==> src/hdl/modexp_pkg.sv <==
// Shared types and constants for the modular exponentiation block.
// Used by modexp_ctrl, modexp_dp and modular_exponentiation; no dependencies.
`timescale 1ns / 1ps
`default_nettype none

package modexp_pkg;

   localparam int BASE_W = 64;
   localparam int EXP_W  = 63;
   localparam int MOD_W  = 31;
   localparam int CNT_W  = 6;

   localparam logic [MOD_W-1:0] MOD_RESET = 31'd1000000007;

   // Last step of the base reduction (one magnitude bit per cycle)
   localparam logic [CNT_W-1:0] RED_LAST = 6'(BASE_W - 1);
   // Last step of one modular multiply (one multiplier bit per cycle)
   localparam logic [CNT_W-1:0] MUL_LAST = 6'(MOD_W - 1);

   typedef enum logic [2:0] {
      ST_IDLE,
      ST_REDUCE,
      ST_FIX,
      ST_EBIT,
      ST_MUL,
      ST_COMMIT,
      ST_DONE
   } state_type;

   typedef struct packed {
      logic load;
      logic red_step;
      logic red_fix;
      logic mul_start;
      logic mul_step;
      logic commit;
   } cmd_type;

   typedef struct packed {
      logic mod_zero;
      logic exp_zero;
   } status_type;

endpackage

`default_nettype wire

==> src/hdl/modexp_ctrl.sv <==
// Sequencer for the modular exponentiation block: state machine and step counter.
// Depends on modexp_pkg; drives the command struct of modexp_dp.
`timescale 1ns / 1ps
`default_nettype none

module modexp_ctrl (
   input  wire logic                   clock,
   input  wire logic                   reset,
   input  wire logic                   start,
   output logic                        busy,
   output logic                        rsp_valid,
   input  wire modexp_pkg::status_type status,
   output modexp_pkg::cmd_type         cmd
);

   modexp_pkg::state_type             state_ff, state_in;
   logic [modexp_pkg::CNT_W-1:0]      cnt_ff, cnt_in;
   logic                              red_last, mul_last;

   assign red_last = (cnt_ff == modexp_pkg::RED_LAST);
   assign mul_last = (cnt_ff == modexp_pkg::MUL_LAST);

   always_comb begin
      state_in = state_ff;
      case (state_ff)
         modexp_pkg::ST_IDLE: begin
            if (start) begin
               state_in = status.mod_zero ? modexp_pkg::ST_DONE : modexp_pkg::ST_REDUCE;
            end
         end
         modexp_pkg::ST_REDUCE: begin
            if (red_last) begin
               state_in = modexp_pkg::ST_FIX;
            end
         end
         modexp_pkg::ST_FIX:    state_in = modexp_pkg::ST_EBIT;
         modexp_pkg::ST_EBIT: begin
            state_in = status.exp_zero ? modexp_pkg::ST_DONE : modexp_pkg::ST_MUL;
         end
         modexp_pkg::ST_MUL: begin
            if (mul_last) begin
               state_in = modexp_pkg::ST_COMMIT;
            end
         end
         modexp_pkg::ST_COMMIT: state_in = modexp_pkg::ST_EBIT;
         modexp_pkg::ST_DONE:   state_in = modexp_pkg::ST_IDLE;
         default:               state_in = modexp_pkg::ST_IDLE;
      endcase
   end

   always_comb begin
      cmd       = '0;
      busy      = 1'b1;
      rsp_valid = 1'b0;
      cnt_in    = '0;
      case (state_ff)
         modexp_pkg::ST_IDLE: begin
            busy     = 1'b0;
            cmd.load = start;
         end
         modexp_pkg::ST_REDUCE: begin
            cmd.red_step = 1'b1;
            cnt_in       = red_last ? '0 : cnt_ff + 1'b1;
         end
         modexp_pkg::ST_FIX:    cmd.red_fix = 1'b1;
         modexp_pkg::ST_EBIT:   cmd.mul_start = !status.exp_zero;
         modexp_pkg::ST_MUL: begin
            cmd.mul_step = 1'b1;
            cnt_in       = mul_last ? '0 : cnt_ff + 1'b1;
         end
         modexp_pkg::ST_COMMIT: cmd.commit = 1'b1;
         modexp_pkg::ST_DONE:   rsp_valid = 1'b1;
         default:               busy = 1'b1;
      endcase
   end

   always_ff @(posedge clock) begin
      if (reset) begin
         state_ff <= modexp_pkg::ST_IDLE;
         cnt_ff   <= '0;
      end else begin
         state_ff <= state_in;
         cnt_ff   <= cnt_in;
      end
   end

endmodule

`default_nettype wire

==> src/hdl/modexp_dp.sv <==
// Datapath for the modular exponentiation block: modulus register, bit-serial
// base reduction and two interleaved modular multiply lanes. Depends on modexp_pkg.
`timescale 1ns / 1ps
`default_nettype none

module modexp_dp (
   input  wire logic                                 clock,
   input  wire logic                                 reset,
   input  wire logic                                 csr_we,
   input  wire logic [modexp_pkg::MOD_W-1:0]         csr_wdata,
   input  wire logic signed [modexp_pkg::BASE_W-1:0] req_base,
   input  wire logic [modexp_pkg::EXP_W-1:0]         req_exponent,
   input  wire modexp_pkg::cmd_type                  cmd,
   output modexp_pkg::status_type                    status,
   output logic [modexp_pkg::MOD_W-1:0]              rsp_power
);

   localparam int MW = modexp_pkg::MOD_W;

   logic [MW-1:0]                    mod_ff, mod_in;
   logic [modexp_pkg::BASE_W-1:0]    mag_ff, mag_in;
   logic                             neg_ff, neg_in;
   logic [modexp_pkg::EXP_W-1:0]     exp_ff, exp_in;
   logic [MW-1:0]                    base_ff, base_in;   // also the remainder while reducing
   logic [MW-1:0]                    acc_ff, acc_in;
   logic [MW-1:0]                    sq_ff, sq_in;       // partial base * base
   logic [MW-1:0]                    mp_ff, mp_in;       // partial acc * base
   logic [MW-1:0]                    sa_ff, sa_in;       // multiplier bits, square lane
   logic [MW-1:0]                    ma_ff, ma_in;       // multiplier bits, multiply lane

   logic [MW:0]                      red_t, red_m;

   // One step of an interleaved modular multiply: (2r + add*b) mod m, with r, b < m.
   // The sum is below 3m, so one of three candidates is taken.
   function automatic logic [MW-1:0] dbl_add(input logic [MW-1:0] r, input logic add,
                                             input logic [MW-1:0] b, input logic [MW-1:0] m);
      logic [MW+1:0] t, m1, m2, d1, d2;
      m1 = {2'b00, m};
      m2 = {1'b0, m, 1'b0};
      t  = {1'b0, r, 1'b0} + (add ? {2'b00, b} : '0);
      d1 = t - m1;
      d2 = t - m2;
      if (t >= m2)
         return d2[MW-1:0];
      else if (t >= m1)
         return d1[MW-1:0];
      else
         return t[MW-1:0];
   endfunction

   assign red_t = {base_ff, mag_ff[modexp_pkg::BASE_W-1]};
   assign red_m = {1'b0, mod_ff};

   always_comb begin
      mod_in  = csr_we ? csr_wdata : mod_ff;
      mag_in  = mag_ff;
      neg_in  = neg_ff;
      exp_in  = exp_ff;
      base_in = base_ff;
      acc_in  = acc_ff;
      sq_in   = sq_ff;
      mp_in   = mp_ff;
      sa_in   = sa_ff;
      ma_in   = ma_ff;

      if (cmd.load) begin
         neg_in  = req_base[modexp_pkg::BASE_W-1];
         mag_in  = req_base[modexp_pkg::BASE_W-1] ? (~req_base + 1'b1) : req_base;
         exp_in  = req_exponent;
         base_in = '0;
         acc_in  = '0;
      end

      // restoring remainder, one magnitude bit per cycle
      if (cmd.red_step) begin
         base_in = (red_t >= red_m) ? MW'(red_t - red_m) : MW'(red_t);
         mag_in  = {mag_ff[modexp_pkg::BASE_W-2:0], 1'b0};
      end

      if (cmd.red_fix) begin
         if (neg_ff && (base_ff != '0)) begin
            base_in = mod_ff - base_ff;
         end
         acc_in = (mod_ff == MW'(1)) ? '0 : MW'(1);
      end

      if (cmd.mul_start) begin
         sq_in = '0;
         mp_in = '0;
         sa_in = base_ff;
         ma_in = acc_ff;
      end

      if (cmd.mul_step) begin
         sq_in = dbl_add(sq_ff, sa_ff[MW-1], base_ff, mod_ff);
         mp_in = dbl_add(mp_ff, ma_ff[MW-1], base_ff, mod_ff);
         sa_in = {sa_ff[MW-2:0], 1'b0};
         ma_in = {ma_ff[MW-2:0], 1'b0};
      end

      if (cmd.commit) begin
         base_in = sq_ff;
         if (exp_ff[0]) begin
            acc_in = mp_ff;
         end
         exp_in = {1'b0, exp_ff[modexp_pkg::EXP_W-1:1]};
      end
   end

   always_ff @(posedge clock) begin
      if (reset) begin
         mod_ff <= modexp_pkg::MOD_RESET;
      end else begin
         mod_ff <= mod_in;
      end
   end

   always_ff @(posedge clock) begin
      mag_ff  <= mag_in;
      neg_ff  <= neg_in;
      exp_ff  <= exp_in;
      base_ff <= base_in;
      acc_ff  <= acc_in;
      sq_ff   <= sq_in;
      mp_ff   <= mp_in;
      sa_ff   <= sa_in;
      ma_ff   <= ma_in;
   end

   assign status.mod_zero = (mod_ff == '0);
   assign status.exp_zero = (exp_ff == '0);
   assign rsp_power       = acc_ff;

endmodule

`default_nettype wire

==> src/hdl/modular_exponentiation.sv <==
// Computes req_base ** req_exponent mod the programmed modulus, right-to-left
// square-and-multiply with a bit-serial modular multiply. Each start word gives one
// rsp_valid strobe of exactly one cycle; the receiver cannot stall it, so it must take
// rsp_power in that cycle. busy is high from the accepted start until the cycle after
// the strobe. The base is first reduced over its 64 magnitude bits, one bit at a time
// (a zero modulus skips straight to the strobe); then each exponent bit takes 31 steps
// of the parallel square and multiply lanes plus the ST_EBIT and ST_COMMIT bookkeeping
// states. The modulus resets to 1000000007; write it through csr_we
// only while busy is low.
// Depends on modexp_pkg, modexp_ctrl and modexp_dp.
`timescale 1ns / 1ps
`default_nettype none

module modular_exponentiation (
   input  wire logic                                 clock,
   input  wire logic                                 reset,
   input  wire logic                                 start,
   output logic                                      busy,
   input  wire logic signed [modexp_pkg::BASE_W-1:0] req_base,
   input  wire logic [modexp_pkg::EXP_W-1:0]         req_exponent,
   output logic                                      rsp_valid,
   output logic [modexp_pkg::MOD_W-1:0]              rsp_power,
   input  wire logic                                 csr_we,
   input  wire logic [modexp_pkg::MOD_W-1:0]         csr_wdata
);

   modexp_pkg::cmd_type    cmd;
   modexp_pkg::status_type status;

   modexp_ctrl u_ctrl (
      .clock     (clock),
      .reset     (reset),
      .start     (start),
      .busy      (busy),
      .rsp_valid (rsp_valid),
      .status    (status),
      .cmd       (cmd)
   );

   modexp_dp u_dp (
      .clock        (clock),
      .reset        (reset),
      .csr_we       (csr_we),
      .csr_wdata    (csr_wdata),
      .req_base     (req_base),
      .req_exponent (req_exponent),
      .cmd          (cmd),
      .status       (status),
      .rsp_power    (rsp_power)
   );

endmodule

`default_nettype wire

==> config.mk <==
export PLATFORM = sky130hd
export DESIGN_NAME = modular_exponentiation
export DESIGN_NICKNAME = d
export VERILOG_FILES = /design/src/hdl/modexp_pkg.sv /design/src/hdl/modexp_ctrl.sv /design/src/hdl/modexp_dp.sv /design/src/hdl/modular_exponentiation.sv
export SDC_FILE = /design/constraint.sdc
export NUM_CORES = 1
export LEC_CHECK = 0
export BUFFER_PORTS_ARGS = -buffer_cell sky130_fd_sc_hd__buf_2
export CORE_MARGIN = 1
export CORE_UTILIZATION = 35
export CTS_CLUSTER_DIAMETER = 40
export DETAILED_ROUTE_END_ITERATION = 10
export GPL_ROUTABILITY_DRIVEN = 0
export PLACE_DENSITY = 0.52
export SYNTH_ARGS = -nofsm -noshare
export SYNTH_HDL_FRONTEND = slang
export SYNTH_SLANG_ARGS = --single-unit
==> constraint.sdc <==
create_clock -name clock -period 10.85 [get_ports clock]
set_input_delay 0.5425 -clock clock [delete_from_list [all_inputs] [get_ports clock]]
set_output_delay 0.5425 -clock clock [all_outputs]
set_load 0.01 [all_outputs]
; Word-level counts from Yosys, hierarchy flattened
; Cells that the tools add are included.
; W data, S select, Z words.
[totals]
regBits = 354
latchBits = 0
ramBits = 0
rom_bits = 0
inputBits = 162
output_inout_bits = 33
wordCells = 101
mem_count = 0
[classes]
add_sub_neg = 10
n_mul = 0
div = 0
magnitude_cmp = 5
n_eq_ne = 12
shift = 0
muxes = 46
n_bitwise = 1
n_reduce_logical = 11
[ops]
columns = cell, n
row1 = $mux W31, 23
row2 = $mux W64, 3
row3 = $sub A31 B31 Y31, 6
row4 = $mux W62, 2
row5 = $add A32 B31 Y33, 2
row6 = $ge A33 B31 Y1, 2
row7 = $ge A33 B32 Y1, 2
row8 = $add A64 B1 Y64 const B, 1
row9 = $not A64 Y64, 1
row10 = $logic_not A63 Y1, 1
row11 = $ge A32 B31 Y1, 1
row12 = $eq A31 B1 Y1 const B, 1
row13 = $logic_not A31 Y1, 1
row14 = $reduce_bool A31 Y1, 1
row15 = $pmux W3 S5, 1
row16 = $mux W3, 4
row17 = $mux W6, 2
row18 = $pmux W6 S2, 1
row19 = $eq A3 B3 Y1 const B, 3
row20 = $mux W1, 9
row21 = $add A6 B1 Y6 const B, 1
row22 = $eq A3 B2 Y1 const B, 2
row23 = $eq A6 B5 Y1 const B, 1
row24 = $eq A6 B6 Y1 const B, 1
row25 = other kinds (10), 13

; Depth between registers and ports, before layout
; Gate-level depths: netlist of the first run.
[depth]
ltp_word = 7
ltp_mapped = 25
ltp_nobuf = 22

; Modules after synthesis
; A second synthesis of the first run with hierarchy kept.
[hier_totals]
hier_cells = 3363
hier_area_um2 = 29747.3
[by_module_without_submodules]
columns = mod, n_inst, cells_each, area_each_um2, seq_area_each_um2
row1 = modexp_dp, 1, 3299, 29165.5, 9389.0
row2 = modexp_ctrl, 1, 64, 581.8, 180.2

; Worst setup path before layout of the first run
; No wires, ideal clock.
[synth_path]
path_type = register -> register
startpoint = register u_ctrl.state_ff[0]
endpoint = register u_dp.ma_ff[10] (enable)
setup_time_ns = 0.772
arrival_ns = 9.330
required_ns = 10.078
setup_slack_ns = 0.748
path_stages_with_launch = 4
path_buffers = 1
synth_period_minus_slack_ns = 10.102
cell_sequence = dfxtp_1 > clkbuf_1 > o41ai_1 > o21ai_0
[synth_via]
elab_chain_len = 3
elab_cells_between_ends = 5
classes_between = eq/ne: 2 / mux: 2 / reduce/logical: 1
[synth_rtl]
columns = item, line
row1 = "start, declared", modexp_ctrl.sv:16  ; modexp_pkg::state_type state_ff, state_in;
row2 = "start signal, assigned", modexp_ctrl.sv:79  ; state_ff <= modexp_pkg::ST_IDLE;
row3 = "start signal, assigned", modexp_ctrl.sv:82  ; state_ff <= state_in;
row4 = $eq A3 B3 Y1 / $eq A3 B2 Y1 (equally long branches), modexp_ctrl.sv:56  ; case (state_ff)
row5 = $mux W1, modexp_ctrl.sv:56
row6 = $reduce_bool A2 Y1 (no source line) (*), n/a
row7 = "end signal, assigned", modexp_dp.sv:127  ; ma_ff <= ma_in;
row8 = "end, declared", modexp_dp.sv:29  ; logic [MW-1:0] ma_ff, ma_in;
; Every way passes the cells marked *; elsewhere a longest branch is shown, timed or not.
; A chain may end at the register's enable or synchronous reset.

; Final worst setup path of the first run
[layout_path]
startpoint = register u_dp.ma_ff[30]
endpoint = register u_dp.mp_ff[29], data pin
[layout_via]
elab_chain_len = 6
elab_cells_between_ends = 9
classes_between = add/sub: 3 / order compare: 2 / mux: 4
[layout_rtl]
columns = item, line
row1 = $mux W31 (*), modexp_dp.sv:40  ; t = {1'b0, r, 1'b0} + (add ? {2'b00, b} : '0);
row2 = $add A32 B31 Y33 (*), modexp_dp.sv:40
row3 = $sub A31 B31 Y31 / $ge A33 B31 Y1 (equally long branches), "modexp_dp.sv:41, modexp_dp.sv:45"
row4 = $mux W31, modexp_dp.sv:45  ; else if (t >= m1)
row5 = $mux W31 (*), modexp_dp.sv:43  ; if (t >= m2)
row6 = $mux W31 (*), modexp_dp.sv:94  ; if (cmd.mul_step) begin
row7 = "end signal, assigned", modexp_dp.sv:125  ; mp_ff <= mp_in;
row8 = "end, declared", modexp_dp.sv:27  ; logic [MW-1:0] mp_ff, mp_in;
; Marked as above.

==> results of run 1 <==
==> cells by family (layout without fill, tap and decap cells) <==
kind of cell / count (synthesis) / after routing / share of synthesized area
and+or+nand+nor: 1086 / 1086 / 0.1750
buffers and inverters: 267 / 513 / 0.03508
AOI/OAI and AO/OA: 1132 / 1132 / 0.2506
other: 0 / 7 / 0
DFF: 354 / 354 / 0.3263
xor gates and xnor gates: 275 / 275 / 0.08214
adders and majority gates: 256 / 256 / 0.1113
muxes: 57 / 57 / 0.01963
==> per-stage QoR <==
stage                     setup WS (ns)  instances  area [um^2]  hold slack [ns]
after floorplan                  0.7479       3427        29320           0.4297
after detailed placement          4.085       4600        31500           0.4474
after global routing              3.381       4749        34240           0.1171
after global placement            4.261       4600        31500           0.4443
final                             3.936       4750        34250           0.1335
after CTS                         3.976       4743        34230           0.1016
==> area by class of cell <==
class / count / area, um^2
diodes: 7 / 17.52
repair buffers: 237 / 1294
clock buffers: 98 / 2098
well taps: 1070 / 1339
multi-input cells: 2806 / 18800
fillers: 8408 / 48260
flip-flops and latches: 354 / 9569
inverters: 133 / 499.2
clock inverters: 45 / 625.6
==> layout by cell type, fill, tap and decap left out, drive strengths merged, types with 46 or more instances in the layout <==
cell type,count
nand2,443
a21oi,308
o21ai,250
ha,248
edfxtp,248
buf,237
nor2,203
xnor2,145
inv,140
xor2,130
dfxtp,106
clkbuf,98
a21o,96
a22o,93
nand3,76
and2,65
nor3,56
mux2i,53
o211ai,50
nor4,46
==> per-layer routing <==
layer | global-route usage | share of wire | vias to the layer above
li1 | - | - | 13190
met1 | 0.3240 | 0.45 | 12920
met2 | 0.3913 | 0.46 | 832
met3 | 0.03741 | 0.057 | 194
met4 | 0.07792 | 0.031 | 0
met5 | 0 | 0 | -
==> power groups by stage <==
stage                     clock [uW]  sequential (uW)  combinational (uW)
after floorplan                    0             1920                4040
after global placement             0             1970                5470
after detailed placement           0             1970                5430
after CTS                       2480             1950                5460
after global routing            2550             1970                6070
final                           2440             1950                5550
==> worst paths after layout <==
check	slack, ns	to	from
worst max-delay path	3.94	u_dp.mp_ff[29]	u_dp.ma_ff[30]
worst min-delay path	0.13	u_dp.mod_ff[23]	csr_wdata[23]
worst max register to register	3.94	u_dp.mp_ff[29]	u_dp.ma_ff[30]
worst min register to register	0.46	u_dp.mag_ff[0]	u_dp.mag_ff[0]
==> synth_stat cells, drive strengths merged (35+ instances only) <==
library cell  count  area, um^2
nand2           443        1663
nand4            42       262.8
ha              248        3103
nand3            76       385.4
nor3             56       285.3
nor4             46       300.3
xor2            130        1139
a211oi           39       292.8
dfxtp           106        2122
a21o             96       720.7
a21oi           308        1541
o21bai           35       262.8
a22o             93       814.5
mux2i            53       530.5
inv             131       491.7
o21ai           250        1251
edfxtp          248        7447
xnor2           145        1270
nand2b           38       237.7
o211ai           50       375.4
clkbuf          112       420.4
nor2            203       762.0
and2             65       406.6
o22ai            42       262.8
==> registers in the layout (all words and copies together) (netlist names), 6 cells and up <==
signal and cells:
u_dp.mag_ff 64, u_dp.exp_ff 63, u_dp.base_ff 31, u_dp.ma_ff 31, u_dp.mod_ff 31, u_dp.mp_ff 31, u_dp.rsp_power 31, u_dp.sa_ff 31
u_dp.sq_ff 31, u_ctrl.cnt_ff 6
==> worst max-delay path, cell delays in order, from the launching register on <==
cell      delay, ns
edfxtp_1       0.76
and2_1         0.37
ha_1           0.28
a21o_1         0.12
nand4_1        0.12
a41oi_1        0.46
a31oi_1        0.23
o31ai_1        0.81
xor2_1         0.34
ha_1           0.47
nand3_1        0.14
nor3_1         0.21
and3_1         0.18
nand3_1        0.15
a211oi_1       0.55
nor3_4         0.13
buf_4          0.28
nand2_1        0.41
inv_1          0.20
a221o_1        0.36
==> metrics, run 1 <==
EDFF count, synth=248; number of sinks handled by clock tree synthesis=354; width of the chip=291.4 um; Die Outline Area=0.08494 mm^2; total design power=9941 uW; num rows=105; MaxCap Viol Count=0; Clock transition at path regs=0.06 ns; r2r worst-path depth=19; total setup buffers inserted after CTS=0; sequential power share=0.197; start-to-end type of the worst setup path=reg2reg; headroom to the max-slew limit=0.2481; clk_skew=0.07187 ns; most used flip-flop cell after synthesis=edfxtp_1; area of the core region=0.08250 mm^2; critical path data arrival time=7.27 ns; vias per std cell=5.713; number of cells on the worst hold path=3; asr flop ratio synth=0; number of standard cells after synthesis=3427; Setup Viol. Count Final=0; remaining global-route overflow=0; count of different cell masters after synthesis=88; first-pass GRT wire length=157400 um; endpoint required time on the critical path=11.20 ns; largest net degree at the start of global routing=74; Via Count=27140; total routing usage reported by global routing=0.2403; Synth Register Bits=354; power dissipated by switching net loads=4447 uW; HP Class=in2reg; Initial Utilization=0.3554; hold buffer count at CTS=0; wire length per cell=22.21 um; CTS resizes=0; antenna violations before repair=9; final critical-path share of the clock period=0.6372; via count of the first global-routing pass=25700; Final Max Slew Viols=0; startpoint types=flop; # nets final=4027; Internal Power=5494 uW; post-detailed-routing wire length=105500 um; setup repair after global routing missed its margin=no; Post-Synthesis Net Count=3845; post-synth design cell area=0.02932 mm^2; Clk network pwr share=0.246; portion of the post-synthesis area used by sequential elements=0.3263; fmax=0.1446 GHz; average cell area after synthesis=8.556 um^2; vertical extent of the die=291.4 um; number of buffers between clock root and the deepest sink=3; post-route DRC violation count=0; First DRT Iteration DRCs=2262; Worst Setup End Kind=flop; number of buffers added on ports=194; Clock H-tree levels=3; post-detailed-route count of antenna-violating nets=0; warnings from Yosys=0; number of optimization iterations in the first detailed-route pass=5; summed negative setup slack over all endpoints=0 ns; transition time of the tightest slew-check pin=1.128 ns; number of placed I/O pins=195; CTS Buf Count=77; DP Wirelength=81160 um; Final Util=0.4151; share of total power in combinational logic=0.558; CTS tree=yes; Root Driver=clkbuf_16; static leakage power=0.01412 uW; total count of hold-check failures in the final report=0; Critical Path Fanout Max=31; pwr dens=290.3 mW/mm^2; outcome=finished, final reports clean; switching portion of total power=0.4473; post-layout min period=6.914 ns; growth of design area from synthesis to finish=16.79%; Skew-Pair Late Insertion Delay=0.65 ns; VDD IR max=0.0001406 V; share of post-route cells with drive strength above 1=0.1141
Note: power is estimated with default switching activity, not from simulation.
==> run 2, diff against run 1 <==
--- a/config.mk
+++ b/config.mk
@@ -5,13 +5,14 @@
 export SDC_FILE = /design/constraint.sdc
 export NUM_CORES = 1
 export LEC_CHECK = 0
+export ABC_AREA = 1
 export BUFFER_PORTS_ARGS = -buffer_cell sky130_fd_sc_hd__buf_2
 export CORE_MARGIN = 1
 export CORE_UTILIZATION = 35
 export CTS_CLUSTER_DIAMETER = 40
 export DETAILED_ROUTE_END_ITERATION = 10
 export GPL_ROUTABILITY_DRIVEN = 0
-export PLACE_DENSITY = 0.52
+export PLACE_DENSITY = 0.5
 export SYNTH_ARGS = -nofsm -noshare
 export SYNTH_HDL_FRONTEND = slang
 export SYNTH_SLANG_ARGS = --single-unit
==> constraint.sdc (replaced) <==
create_clock -name clock -period 6.5 [get_ports clock]
set_input_delay 0.325 -clock clock [delete_from_list [all_inputs] [get_ports clock]]
set_output_delay 0.325 -clock clock [all_outputs]
set_load 0.01 [all_outputs]
==> metrics, run 2 <==
average cell area after synthesis=6.432 um^2 (-25%); startpoint types=flop; Final Util=0.4142 (-0.0009020); vias per std cell=5.379 (-5.8%); Critical Path Fanout Max=31 (unchanged); Via Count=37170 (+37%); number of optimization iterations in the first detailed-route pass=7 (+2); pwr dens=507.2 mW/mm^2 (+75%); growth of design area from synthesis to finish=17.23%; warnings from Yosys=0 (unchanged); outcome=finished, final reports clean; critical path data arrival time=6.22 ns (-1.05 ns); post-detailed-route count of antenna-violating nets=0 (unchanged); number of buffers added on ports=194 (unchanged); MaxCap Viol Count=0 (unchanged); Synth Register Bits=354 (unchanged); First DRT Iteration DRCs=3299 (+46%); Die Outline Area=0.09872 mm^2 (+16%); post-detailed-routing wire length=148100 um (+40%); Largest regs=u_dp.mag_ff: 64 flops, u_dp.exp_ff: 63 flops; num rows=114 (+8.6%); Root Driver=clkbuf_16; endpoint required time on the critical path=6.88 ns (-4.32 ns); first-pass GRT wire length=220400 um (+40%); number of standard cells after synthesis=5304 (+55%); wire length per cell=21.44 um (-3.5%); sequential power share=0.175 (-0.022); switching portion of total power=0.5194 (+0.07210); Clk network pwr share=0.205 (-0.041); number of buffers between clock root and the deepest sink=3 (unchanged); static leakage power=0.01921 uW (+36%); area of the core region=0.09657 mm^2 (+17%); Most flops, register=u_dp.mag_ff; top cell type's share of synthesized area=0.2183 (-0.03569); portion of the post-synthesis area used by sequential elements=0.2805 (-0.04585); Internal Power=9749 uW (+77%); post-layout min period=5.838 ns (-1.076 ns); post-synth design cell area=0.03412 mm^2 (+16%); Skew-Pair Late Insertion Delay=0.66 ns (about the same); number of placed I/O pins=195 (unchanged); antenna violations before repair=13 (+4); transition time of the tightest slew-check pin=1.161 ns (+0.03298 ns); headroom to the max-slew limit=0.2262 (-0.02199); post-synth top area cell=edfxtp_1; most used flip-flop cell after synthesis=edfxtp_1; number of sinks handled by clock tree synthesis=354 (unchanged); clk_skew=0.04078 ns (-0.03108 ns); total count of hold-check failures in the final report=0 (unchanged); width of the chip=314.2 um (+7.8%); synth cell count leaders=1668 x nand2_1, 668 x inv_1, 448 x nor2_1; CTS Buf Count=76 (-1.3%); power dissipated by switching net loads=10540 uW (+140%); share of total power in combinational logic=0.620 (+0.062); largest net degree at the start of global routing=92 (+24%); EDFF count, synth=248 (unchanged); post-route DRC violation count=0 (unchanged); most common cell after layout, fill and taps aside=nand2_1; max FFs per register=64 (unchanged); Final Max Slew Viols=0 (unchanged); Clock H-tree levels=3 (unchanged); total design power=20290 uW (+100%); VDD IR max=0.0002173 V (+54%); Clock transition at path regs=0.05 ns (about the same); total routing usage reported by global routing=0.2950 (+0.05474); asr flop ratio synth=0 (unchanged); HP Class=in2reg; share of post-route cells with drive strength above 1=0.07714 (-0.03693); final critical-path share of the clock period=0.8982 (+0.2610); DP Wirelength=117400 um (+45%); Initial Utilization=0.3533 (-0.002112); ranking of synthesized cells by area=edfxtp_1 22%, nand2_1 18%, ha_1 9.1%, inv_1 7.3%, nand3_1 6.5%; summed negative setup slack over all endpoints=0 ns (unchanged); remaining global-route overflow=0 (unchanged); via count of the first global-routing pass=36010 (+40%); Post-Synthesis Net Count=5722 (+49%); Setup Viol. Count Final=0 (unchanged); setup repair after global routing missed its margin=no; most instantiated library cell after synthesis=nand2_1; highest-count cells in the layout ignoring fill and taps=1666 x nand2_1, 666 x inv_1, 445 x nand3_1; count of different cell masters after synthesis=60 (-32%); start-to-end type of the worst setup path=reg2reg; Worst Setup End Kind=flop; vertical extent of the die=314.2 um (+7.8%); # nets final=5980 (+48%); CTS tree=yes; fmax=0.1713 GHz (+18%)
[run 2: critical path, cell delays in order (launching register included)]
cell	delay [ns]
edfxtp_1	1.10
nand2_1	0.12
inv_1	0.09
ha_1	0.21
nand3_1	0.09
nand2_1	0.17
inv_1	0.06
o21bai_1	0.39
a21oi_1	0.22
o21bai_1	0.22
xor2_1	0.40
ha_1	0.36
nand2_1	0.08
nand2_1	0.10
a21boi_2	0.23
a21oi_1	0.10
nor2_1	0.08
nand2_1	0.08
nand2_1	0.06
nand2_1	0.07
a21oi_2	0.56
buf_4	0.35
buf_4	0.20
nand3_1	0.08
nand3_1	0.09
inv_1	0.04
[run 2: path summary, 6_finish.rpt]
kind	startpoint	endpoint	slack, ns	depth (start not counted)
setup / recovery	u_dp.sa_ff[30]	u_dp.sq_ff[12]	0.66	25
hold / removal	csr_wdata[11]	u_dp.mod_ff[11]	0.05	3
setup reg to reg	u_dp.sa_ff[30]	u_dp.sq_ff[12]	0.66	25
hold reg to reg	u_dp.mag_ff[0]	u_dp.mag_ff[0]	0.46	2
[run 2: power groups by stage]
stage	sequential, uW	combinational (uW)	clock [uW]
final	3550	12600	4160
after detailed placement	3570	12200	0
after floorplan	3360	8650	0
after global placement	3570	12300	0
after global routing	3580	13800	4320
after CTS	3530	12300	4230
[run 2: cell type report]
| class | count | area [um^2] |
|---|---|---|
| Clock inverter | 49 | 665.6 |
| Sequential cell | 354 | 9569 |
| Fill cell | 10380 | 56570 |
| Clock buffer | 93 | 2058 |
| Tap cell | 1276 | 1597 |
| Inverter | 675 | 2534 |
| Timing Repair Buffer | 317 | 2095 |
| Antenna cell | 8 | 20.02 |
| Multi-Input combinational cell | 4138 | 21460 |
[run 2: what timing repair did]
item                      CTS  global route
hold endpoints to repair   75             0
setup buffers               0             0
hold buffers               75             0
gates resized for setup     0             0
[run 2: cell families (layout without fill, tap and decap cells)]
family | Yosys count | in the layout | synth area share
and+or+nand+nor | 2824 | 2824 | 0.3460
buffers and inverters | 812 | 1134 | 0.09217
adders and majority gates | 256 | 256 | 0.09565
xor gates and xnor gates | 161 | 161 | 0.04133
other | 0 | 8 | 0
DFF | 354 | 354 | 0.2805
AOI/OAI and AO/OA | 897 | 897 | 0.1444
[run 2: through the flow]
stage	hold slack (ns)	instance area [um^2]	std cells	setup slack, ns
3_3_place_gp	0.4504	36500	6685	0.7836
3_5_place_dp	0.4484	36500	6685	0.7964
5_1_grt	0.01461	39980	6905	0.2132
2_1_floorplan	0.4239	34120	5304	2.139
6_report	0.05054	39990	6910	0.6618
4_1_cts	0.001080	39970	6902	0.7350
[run 2: metal layers]
metal,GRT usage,part of all wire,vias up
met1,0.3507,0.40,17190
met4,0.1492,0.054,8
met2,0.5025,0.47,1484
li1,-,-,18130
met3,0.05942,0.075,354
met5,0,0.00034,-
